## src/rtl/srd_pkg.sv

```systemverilog
// shared types, codes and constants of the sensor response deframer
package srd_pkg;

    // default sizes, handed to the top level parameters
    localparam int MAX_PACKET_DEF = 96;
    localparam int MAX_DATA_DEF   = 64;

    // field widths
    localparam int CMD_W  = 2;
    localparam int BYTE_W = 8;
    localparam int CNT_W  = 7;
    localparam int IDX_W  = 6;
    localparam int STS_W  = 2;
    localparam int LEN_W  = 16;

    // frame constants
    localparam logic [BYTE_W-1:0] HDR0      = 8'hef;
    localparam logic [BYTE_W-1:0] HDR1      = 8'h01;
    localparam logic [BYTE_W-1:0] KIND_ACK  = 8'h07;
    localparam logic [BYTE_W-1:0] KIND_DATA = 8'h02;
    localparam int                HEAD_LEN  = 9;
    localparam logic [BYTE_W-1:0] CONFIRM_NONE = 8'hff;

    // header byte positions
    localparam int POS_FIRST_ADDR = 2;
    localparam int POS_KIND       = 6;
    localparam int POS_LEN_HI     = 7;
    localparam int POS_LEN_LO     = 8;

    // command codes
    localparam logic [CMD_W-1:0] CMD_START   = 2'd0;
    localparam logic [CMD_W-1:0] CMD_BYTE    = 2'd1;
    localparam logic [CMD_W-1:0] CMD_TIMEOUT = 2'd2;

    // status codes
    localparam logic [STS_W-1:0] ST_BUSY = 2'd0;
    localparam logic [STS_W-1:0] ST_OK   = 2'd1;
    localparam logic [STS_W-1:0] ST_FAIL = 2'd2;
    localparam logic [STS_W-1:0] ST_IDLE = 2'd3;

    // transaction phase
    typedef enum logic [5:0] {
        PH_IDLE = 6'b000001,
        PH_HUNT = 6'b000010,
        PH_HEAD = 6'b000100,
        PH_PAY  = 6'b001000,
        PH_OK   = 6'b010000,
        PH_FAIL = 6'b100000
    } t_phase;

    // one input request
    typedef struct packed {
        logic [CMD_W-1:0]  command;
        logic [BYTE_W-1:0] rx_byte;
        logic [CNT_W-1:0]  want_bytes;
    } t_item;

    // one result
    typedef struct packed {
        logic [STS_W-1:0]  status;
        logic [BYTE_W-1:0] confirm_code;
        logic              ack_seen;
        logic              data_valid;
        logic [BYTE_W-1:0] data_byte;
        logic [IDX_W-1:0]  data_index;
        logic [CNT_W-1:0]  data_length;
    } t_result;

endpackage

```

## src/rtl/srd_core.sv

```systemverilog
// deframer state registers and the per-byte next-state and result logic
module srd_core import srd_pkg::*; #(
    parameter int MAX_PACKET = MAX_PACKET_DEF,
    parameter int MAX_DATA   = MAX_DATA_DEF
) (
    input  logic    i_clk,
    input  logic    i_rst_n,
    input  logic    i_step,
    input  t_item   i_item,
    output t_result o_result
);

    localparam int PW = $clog2(MAX_PACKET + 1);
    localparam int IW = ((PW > CNT_W) ? PW : CNT_W) + 1;

    t_phase            r_phase, n_phase;
    logic [BYTE_W-1:0] r_prev, n_prev;
    logic [PW-1:0]     r_pos, n_pos;
    logic [BYTE_W-1:0] r_kind, n_kind;
    logic [LEN_W-1:0]  r_len, n_len;
    logic [CNT_W-1:0]  r_cap, n_cap;
    logic [CNT_W-1:0]  r_del, n_del;
    logic              r_ack, n_ack;
    logic [BYTE_W-1:0] r_conf, n_conf;

    // next state and result for the current request
    always_comb begin
        logic              working;
        logic              do_finish;
        logic [PW-1:0]     len_s;
        logic [PW-1:0]     off;
        logic [IW-1:0]     idx;
        logic              emit;
        logic [CNT_W-1:0]  room;
        logic [LEN_W-1:0]  add;
        logic [CNT_W-1:0]  add_c;
        logic [CNT_W:0]    want_c;
        logic              dv;
        logic [BYTE_W-1:0] db;
        logic [IDX_W-1:0]  di;

        n_phase   = r_phase;
        n_prev    = r_prev;
        n_pos     = r_pos;
        n_kind    = r_kind;
        n_len     = r_len;
        n_cap     = r_cap;
        n_del     = r_del;
        n_ack     = r_ack;
        n_conf    = r_conf;
        do_finish = 1'b0;
        len_s     = r_len[PW-1:0];
        off       = r_pos - PW'(HEAD_LEN);
        idx       = '0;
        emit      = 1'b0;
        room      = '0;
        add       = '0;
        add_c     = '0;
        want_c    = {1'b0, i_item.want_bytes};
        dv        = 1'b0;
        db        = '0;
        di        = '0;
        working   = (r_phase == PH_HUNT) || (r_phase == PH_HEAD) || (r_phase == PH_PAY);

        unique case (i_item.command)
            CMD_START: begin
                n_cap   = (want_c > (CNT_W+1)'(MAX_DATA)) ? CNT_W'(MAX_DATA)
                                                          : i_item.want_bytes;
                n_del   = '0;
                n_ack   = 1'b0;
                n_conf  = CONFIRM_NONE;
                n_kind  = '0;
                n_len   = '0;
                n_phase = PH_HUNT;
                n_prev  = '0;
                n_pos   = '0;
            end
            CMD_TIMEOUT: begin
                if (working) begin
                    n_phase = r_ack ? PH_OK : PH_FAIL;
                end
            end
            CMD_BYTE: begin
                if (r_phase == PH_HUNT) begin
                    // header hunt
                    if (r_prev == HDR0 && i_item.rx_byte == HDR1) begin
                        n_phase = PH_HEAD;
                        n_pos   = PW'(POS_FIRST_ADDR);
                    end
                    n_prev = i_item.rx_byte;
                end else if (r_phase == PH_HEAD) begin
                    // address, id and length bytes
                    if (r_pos == PW'(POS_KIND)) begin
                        n_kind = i_item.rx_byte;
                    end else if (r_pos == PW'(POS_LEN_HI)) begin
                        n_len = {i_item.rx_byte, 8'h00};
                    end else if (r_pos == PW'(POS_LEN_LO)) begin
                        n_len = {r_len[15:8], i_item.rx_byte};
                    end
                    if (r_pos == PW'(POS_LEN_LO)) begin
                        if ({1'b0, n_len} + (LEN_W+1)'(HEAD_LEN) > (LEN_W+1)'(MAX_PACKET)) begin
                            n_phase = PH_FAIL;
                        end else if (n_len == '0) begin
                            do_finish = 1'b1;
                        end else begin
                            n_phase = PH_PAY;
                            n_pos   = PW'(HEAD_LEN);
                        end
                    end else begin
                        n_pos = r_pos + 1'b1;
                    end
                end else if (r_phase == PH_PAY) begin
                    // payload byte, first one is the pending confirm
                    if (off == '0) begin
                        n_prev = i_item.rx_byte;
                    end
                    if (r_kind == KIND_ACK && len_s >= PW'(3) && off >= PW'(1)
                        && off <= len_s - PW'(3)) begin
                        idx  = IW'(r_del) + IW'(off) - IW'(1);
                        emit = 1'b1;
                    end else if (r_kind == KIND_DATA && r_cap != '0 && len_s > PW'(2)
                                 && off < len_s - PW'(2)) begin
                        idx  = IW'(r_del) + IW'(off);
                        emit = 1'b1;
                    end
                    if (emit && idx < IW'(r_cap)) begin
                        dv = 1'b1;
                        db = i_item.rx_byte;
                        di = idx[IDX_W-1:0];
                    end
                    n_pos = r_pos + 1'b1;
                    if ({1'b0, n_pos} >= (PW+1)'(HEAD_LEN) + {1'b0, len_s}) begin
                        do_finish = 1'b1;
                    end
                end
            end
            default: begin
            end
        endcase

        // packet end: commit data count and decide on finish
        if (do_finish) begin
            room    = (r_cap > r_del) ? r_cap - r_del : '0;
            n_phase = PH_HUNT;
            if (r_kind == KIND_ACK && n_len >= LEN_W'(3)) begin
                n_conf = n_prev;
                n_ack  = 1'b1;
                add    = n_len - LEN_W'(3);
                add_c  = (add > LEN_W'(room)) ? room : add[CNT_W-1:0];
                n_del  = r_del + add_c;
                if (n_conf != '0 || n_del >= r_cap) begin
                    n_phase = PH_OK;
                end
            end else if (r_kind == KIND_DATA && r_cap != '0) begin
                add    = (n_len > LEN_W'(2)) ? n_len - LEN_W'(2) : '0;
                add_c  = (add > LEN_W'(room)) ? room : add[CNT_W-1:0];
                n_del  = r_del + add_c;
                if (r_ack && n_del >= r_cap) begin
                    n_phase = PH_OK;
                end
            end
            if (n_phase == PH_HUNT) begin
                n_prev = '0;
                n_pos  = '0;
            end
        end

        // result fields
        unique case (n_phase)
            PH_IDLE: o_result.status = ST_IDLE;
            PH_OK:   o_result.status = ST_OK;
            PH_FAIL: o_result.status = ST_FAIL;
            default: o_result.status = ST_BUSY;
        endcase
        o_result.confirm_code = n_conf;
        o_result.ack_seen     = n_ack;
        o_result.data_valid   = dv;
        o_result.data_byte    = db;
        o_result.data_index   = di;
        o_result.data_length  = n_del;
    end

    // state registers
    always_ff @(posedge i_clk) begin
        if (!i_rst_n) begin
            r_phase <= PH_IDLE;
            r_prev  <= '0;
            r_pos   <= '0;
            r_kind  <= '0;
            r_len   <= '0;
            r_cap   <= '0;
            r_del   <= '0;
            r_ack   <= 1'b0;
            r_conf  <= CONFIRM_NONE;
        end else if (i_step) begin
            r_phase <= n_phase;
            r_prev  <= n_prev;
            r_pos   <= n_pos;
            r_kind  <= n_kind;
            r_len   <= n_len;
            r_cap   <= n_cap;
            r_del   <= n_del;
            r_ack   <= n_ack;
            r_conf  <= n_conf;
        end
    end

endmodule
```

## config.mk

```make
export PLATFORM = sky130hd
export DESIGN_NAME = srd_core
export DESIGN_NICKNAME = d
export VERILOG_FILES = /design/src/rtl/srd_pkg.sv /design/src/rtl/srd_core.sv
export SDC_FILE = /design/constraint.sdc
export NUM_CORES = 1
export LEC_CHECK = 0
export ABC_AREA = 1
export BUFFER_PORTS_ARGS = -buffer_cell sky130_fd_sc_hd__buf_2
export CORE_ASPECT_RATIO = 1.2
export CORE_MARGIN = 10
export CORE_UTILIZATION = 32
export DETAILED_ROUTE_END_ITERATION = 10
export HOLD_SLACK_MARGIN = 0.03
export PLACE_DENSITY_LB_ADDON = 0.1
export SLEW_MARGIN = 10
export SYNTH_ARGS = -nofsm -noshare
export SYNTH_HDL_FRONTEND = slang
export SYNTH_SLANG_ARGS = --single-unit
```

## constraint.sdc

```tcl
create_clock -name i_clk -period 21.8 [get_ports i_clk]
set_input_delay 2.18 -clock i_clk [delete_from_list [all_inputs] [get_ports i_clk]]
set_output_delay 2.18 -clock i_clk [all_outputs]
set_load 0.01 [all_outputs]
```

==> results of run 1 <==
-- Yosys cell counts, types with 6 or more instances --
cell	count	share of area [%]
clkbuf_1	26	1.1
nor3_1	12	0.66
nor4_1	8	0.55
o21ai_2	8	0.78
a211oi_1	10	0.83
a21oi_1	125	6.9
nand4_1	17	1.2
nor2_2	14	0.97
nor2_1	145	6.0
o21ai_0	85	4.7
o21ai_1	20	1.1
a31oi_1	6	0.42
o21a_1	8	0.66
nand3_1	56	3.1
a21oi_2	10	0.97
nand2_4	8	1.0
nand2_1	332	14
o21bai_1	6	0.50
nand2_2	45	3.1
inv_2	11	0.46
dfxtp_1	68	15
nand3_2	12	1.3
nor2_4	8	1.0
buf_6	10	1.2
inv_1	190	7.9
xor2_1	39	3.8
ha_1	95	13
o211ai_1	7	0.58
-- metrics by stage --
step | hold slack [ps] | setup WS, ps
floorplan | 443 | 11800
global placement | 453 | 10260
detailed placement | 463 | 10280
CTS | 479 | 10260
global route | 502 | 9600
finish | 475 | 10230
-- critical path: cells and delay by family --
family	cells	cell delay, ps
compound gates	12	2280
simple gates	18	2160
fa+ha+maj	5	1510
buf+inv	5	1230
-- layout make-up --
type,count,area share [%]
clock buffers,10,2.43
clock inverters,6,0.648
inverters,207,7.96
multi-input cells,1131,67.1
flip-flops and latches,68,13.8
well taps,379,4.81
repair buffers,60,3.25
-- sequential cells by signal, summed over array words and instances, names as in the netlist --
register and flops:
r_ack 1, r_cap 7, r_conf 8, r_del 7, r_kind 8, r_len 16
r_phase 6, r_pos 7, r_prev 8
-- worst max-delay path by stage --
stage | cells after the start | startpoint | slack (ps) | endpoint
finish | 40 | i_item[16] | 10230 | o_result[32]
global route | 40 | i_item[16] | 9600 | o_result[32]
CTS | 40 | i_item[16] | 10260 | o_result[32]
detailed placement | 40 | i_item[16] | 10280 | o_result[32]
global placement | 40 | i_item[16] | 10260 | o_result[32]
floorplan | 43 | i_item[16] | 11800 | o_result[32]
-- cell usage in the layout, fill, tap and decap left out, types with 17 or more instances in the layout --
cell	netlist	final
nand3_1	56	56
nand2_1	332	332
a21oi_1	125	125
buf_2	5	52
inv_1	190	189
nand4_1	17	17
ha_1	95	95
nand2_2	45	45
o21ai_0	85	85
dfxtp_1	68	68
nor2_1	145	145
o21ai_1	20	20
xor2_1	39	39
-- report_power, final --
part / internal, mW / total [mW] / leakage (nW) / switching [mW]
Sequential: 0.128 / 0.134 / 0.554 / 0.00508
Clock: 0.0916 / 0.156 / 0.144 / 0.0648
Combinational: 0.0602 / 0.169 / 4.12 / 0.109
Total: 0.280 / 0.459 / 4.82 / 0.179
-- kinds of logic after synthesis --
| family | count (synthesis) | synth area share (%) |
|---|---|---|
| buf+inv | 253 | 11.7 |
| mux | 1 | 0.125 |
| fa+ha+maj | 99 | 14.0 |
| simple gates | 681 | 35.2 |
| compound gates | 305 | 19.3 |
| flops | 68 | 15.1 |
| xor+xnor | 45 | 4.45 |
-- per-layer routing --
layer  track usage (%)  share of wire, %
met5                 0                 0
met4              7.34               3.5
met3              1.92               2.6
met2              31.8                48
met1              22.0                45
==> summary.md, run 1 <==
| Metric | Value |
|---|---|
| Pins Over Slew Limit | 0 |
| DR pass1 iterations | 5 |
| Worst slew margin | 30.2% |
| Multi-input gate area | 6610 sq um |
| RSZ-0062 raised after global routing | no |
| FF-to-FF path depth | 47 |
| Worst r2r src | r_pos[0]$_SDFFE_PN0P_ |
| Synth cell types | 67 |
| Routed length per placed instance | 17.3 um |
| CP max-delay cell | buf_2 |
| Post-CTS Resized | 0 |
| Crit path capture type | output pin |
| Static leakage | 4.82 nW |
| Vias | 9,217 |
| Worst-path clk slew | 70 ps |
| CTS tree | built |
| FP Rows | 67 |
| Largest net degree at the start of global routing | 61 |
| Fmax | 0.0864 GHz |
| Root buffer cell | clkbuf_16 |
| CP peak stage delay | 500 ps |
| CP Class | primary input to output pin |
| Mean Syn Cell Area | 6.22 sq um |
| Ports | 53 |
| Async set-reset flop share out of synthesis | 0% |
| Largest fanout on the critical path | 27 |
| Placed standard-cell area | 9550 sq um |
| Post-Syn Area | 9030 sq um |
| Layout cells sized above 1 | 14.4% |
| Clock skew | 12.1 ps |
| Reg-to-Reg End | r_pos[4]$_SDFFE_PN0P_ |
| H-tree levels | 3 |
| Worst min-delay path category | flop to flop |
| Nets@finish | 1,596 |
| Hold_buf cts | 0 |
| Status | complete, no violations |
| Routability cong. | 0.912 |
| GRT overflow | 0 |
| Die extent in y | 204 um |
| Post-DP HPWL | 25,600 um |
| Fillers | 3,103 |
| Worst Hold Launch | r_conf[0]$_SDFFE_PN1P_ |
| Port-buffer cells | 52 |
| Startpoint types | primary input |
| Sequential-to-total area share from yosys stat | 15.1% |
| Ys flop type | dfxtp_1 |
| Fin Setup TNS | 0 ps |
| # diodes | 0 |
| FF+latch count, synth | 68 |
| Setup Viol. Count Final | 0 |
| FF-to-FF setup slack | 13,770 ps |
| Clock sink count | 68 |
| Final Cycle Share | 53.1% |
| Inst Count DP | 1,845 |
| Register area | 1360 sq um |
| First-pass GRT wire length | 50,500 um |
| Post-synthesis instance total | 1,452 |
| WP data required | 19,620 ps |
| Power Total | 459 uW |
| Hold endpoint | r_conf[0]$_SDFFE_PN1P_ |
| Drt via density | 4.95 |
| Core Box Area | 27,900 sq um |
| Final Core Density | 35.3% |
| Crit-path most repeated cell | nand2_1 |
| Area growth, synth to finish | 9.09% |
| Finished Layout Cells | 1,861 |
| DIE AREA | 35,400 sq um |
| Postcts setup bufs | 0 |
| 1st-iter DRT viols | 561 |
| Num CTS Buffers | 9 |
| Final ANT Viol Nets | 0 |
| CP arrival | 9390 ps |
| Initial antenna violation count | 0 |
| Max-Cap Viols | 0 |
| Syn Nets | 1,571 |
| Worst Tran Pin Value | 1040 ps |
| Hold path depth | 2 |
| Die span in x | 173 um |
| GRT Util Overall | 18.1% |
| Synth Warn # | 0 |
| Maximum VDD drop | 0.0332 mV |
| Final wirelength | 32,200 um |
| Power Density | 46.6 nW/um^2 |
| CTS max path bufs | 2 |
| Final instance area | 9850 sq um |
| DRC Markers | 0 |
| Vias in the first global route | 8,903 |
| Initial core utilization | 32.4% |
| Later-pin clock latency in the skew report | 350 ps |
| Hold Vio Cnt, Final | 0 |
| EDFF count, synth | 0 |
| Tmin final | 11,570 ps |
Power figures use the tool's default switching activity.
==> run 2: changes to the inputs <==
ABC_AREA = 0   (was 1)
clock period = 11.43 ns   (was 21.8 ns; I/O delays follow)
==> run 2 against run 1 <==
Net effect: via count decreased by 10%; critical path depth decreased by 4; synthesized cell count decreased by 25%; routed wire length decreased by 1.0%; first-iteration DRC count increased by 25%; design area decreased by 9.6%; cell count decreased by 23%; register-to-register slack got worse by 11000 ps; non-clock buffer count increased by 4; sequential share of layout area increased by 1.5 points; worst setup slack got worse by 9400 ps; critical endpoint is now o_result[31]; largest power group is now clock; highest routed layer is now met5.
==> summary.md, run 2 <==
| Metric | Value |
|---|---|
| Post-placement worst setup slack | 901 ps |
| CTS tree | built |
| Fin Setup TNS | 0 ps |
| Final ANT Viol Nets | 0 |
| Worst Tran Pin Value | 1140 ps |
| Vias | 8,264 |
| Post-CTS Resized | 0 |
| CP arrival | 9500 ps |
| Post-Syn Area | 8160 sq um |
| Top-area cell type share of the netlist area | 16.7% |
| Setup Viol. Count Final | 0 |
| Root buffer cell | clkbuf_16 |
| Startpoint types | primary input |
| Pins Over Slew Limit | 0 |
| Crit path capture type | output pin |
| Most frequent cells after synthesis | 123 x nor2_1, 95 x ha_1, 86 x nand2_1, 69 x a21oi_1, 68 x dfxtp_1 |
| Hold_buf cts | 0 |
| Power Total | 658 uW |
| Final wirelength | 31,800 um |
| Placed standard-cell area | 8640 sq um |
| Commonest non-fill, non-tap cells in the layout | 123 x nor2_1, 95 x ha_1, 86 x nand2_1 |
| Die span in x | 166 um |
| Ys flop type | dfxtp_1 |
| Hold endpoint | r_conf[1]$_SDFFE_PN1P_ |
| Later-pin clock latency in the skew report | 360 ps |
| DR pass1 iterations | 5 |
| Synth Warn # | 0 |
| Port-buffer cells | 52 |
| Postcts setup bufs | 0 |
| Fmax | 0.0940 GHz |
| Die extent in y | 195 um |
| Static leakage | 3.68 nW |
| GRT overflow | 0 |
| Nets@finish | 1,219 |
| Maximum VDD drop | 0.0497 mV |
| Worst slew margin | 23.7% |
| 1st-iter DRT viols | 699 |
| Largest net degree at the start of global routing | 48 |
| Routability cong. | 0.943 |
| Tmin final | 10,640 ps |
| Vias in the first global route | 8,056 |
| Initial core utilization | 32.3% |
| Clock sink count | 68 |
| Worst-path clk slew | 60 ps |
| Reg with most FFs | r_len |
| Drt via density | 5.76 |
| FF+latch count, synth | 68 |
| Synth cell types | 90 |
| Worst r2r src | r_pos[1]$_SDFFE_PN0P_ |
| Count leader, synth | nor2_1 |
| Worst Hold Launch | r_conf[1]$_SDFFE_PN1P_ |
| Mean Syn Cell Area | 7.50 sq um |
| Area growth, synth to finish | 9.15% |
| Post-synthesis instance total | 1,089 |
| Sum of buffers and inverters on the critical path | 3 |
| Max-Cap Viols | 0 |
| Yosys top cell by area | dfxtp_1 |
| FP Rows | 64 |
| Clock skew | 13.2 ps |
| Hold path depth | 2 |
| Syn Nets | 1,208 |
| Post-DP HPWL | 24,700 um |
| Largest fanout on the critical path | 25 |
| DIE AREA | 32,300 sq um |
| Reg-to-Reg End | r_pos[0]$_SDFFE_PN0P_ |
| FF-to-FF path depth | 34 |
| Max reg flops | 16 |
| Initial antenna violation count | 2 |
| FF-to-FF setup slack | 2560 ps |
| Layout cells sized above 1 | 10.9% |
| CP Class | primary input to output pin |
| Final critical-path setup slack | 792 ps |
| CP delay by family, top | compound AO/OA/AOI/OAI gates |
| First-pass GRT wire length | 48,400 um |
| DRC Markers | 0 |
| H-tree levels | 3 |
| Sequential-to-total area share from yosys stat | 16.7% |
| Num CTS Buffers | 9 |
| CTS max path bufs | 2 |
| Top cells by area, synth | dfxtp_1 17%, ha_1 15%, nor2_1 5.7%, a21oi_1 4.2%, nand2_1 4.0% |
| Async set-reset flop share out of synthesis | 0% |
| CP max-delay cell | or4b_1 |
| CP peak stage delay | 600 ps |
| EDFF count, synth | 0 |
| # diodes | 0 |
| Final instance area | 8910 sq um |
| Status | complete, no violations |
| Core Box Area | 25,300 sq um |
| Routed length per placed instance | 22.2 um |
| WP data required | 10,290 ps |
| RSZ-0062 raised after global routing | no |
| Commonest non-fill, non-tap cell in the layout | nor2_1 |
| Final Cycle Share | 93.1% |
| Worst min-delay path category | flop to flop |
| Power Density | 73.9 nW/um^2 |
| Hold Vio Cnt, Final | 0 |
| GRT Util Overall | 18.9% |
| Ports | 53 |
==> run 2: worst max path at each step <==
| stage | slack, ps | endpoint | from | cells past startpoint |
|---|---|---|---|---|
| after global placement | 1070 | o_result[31] | i_item[15] | 36 |
| final | 790 | o_result[31] | i_item[15] | 36 |
| after detailed placement | 900 | o_result[31] | i_item[15] | 36 |
| after global routing | 120 | o_result[31] | i_item[15] | 36 |
| after floorplan | 2250 | o_result[31] | i_item[16] | 34 |
| after CTS | 860 | o_result[31] | i_item[15] | 36 |
==> run 2: worst register-to-register path: cells and delay by family, from the launching register on <==
family	cells	cell delay (ps)
AOI/OAI and AO/OA	13	2390
xor gates and xnor gates	2	400
and+or+nand+nor	13	3530
adders and majority gates	5	1670
buffers and inverters	1	210
DFF	1	570
==> run 2: power breakdown <==
| group | switching [mW] | internal [mW] | leakage, nW | total (mW) |
|---|---|---|---|---|
| Combinational | 0.0960 | 0.0505 | 3.00 | 0.146 |
| Clock | 0.121 | 0.145 | 0.127 | 0.267 |
| Sequential | 0.00445 | 0.241 | 0.551 | 0.245 |
==> run 2: final cells by class <==
class	instances	area, sq um
Clock buffer	9	225
Clock inverter	6	42.5
Fill cell	2786	16400
Inverter	53	199
Multi-Input combinational cell	904	6320
Sequential cell	68	1360
Tap cell	330	413
Timing Repair Buffer	64	350
==> run 2: cell families after synthesis <==
family	after synthesis	synth area share, %
AOI/OAI and AO/OA	306	26.7
xor gates and xnor gates	53	5.69
adders and majority gates	99	15.5
buffers and inverters	117	5.99
DFF	68	16.7
muxes	16	2.15
and+or+nand+nor	430	27.3
==> run 2: through the flow <==
stage                     instances  hold slack (ps)  utilization, %
after global placement         1419              468            34.2
after floorplan                1089              444               -
after CTS                      1434              483            35.2
after global routing           1434              517            35.2
after detailed placement       1419              468            34.2
final                          1434              482            35.2
==> run 2: layer usage <==
layer | GRT usage, % | part of all wire [%]
met5 | 0 | 0.044
met2 | 33.8 | 50
met4 | 5.22 | 2.0
met1 | 22.9 | 44
met3 | 2.62 | 4.4
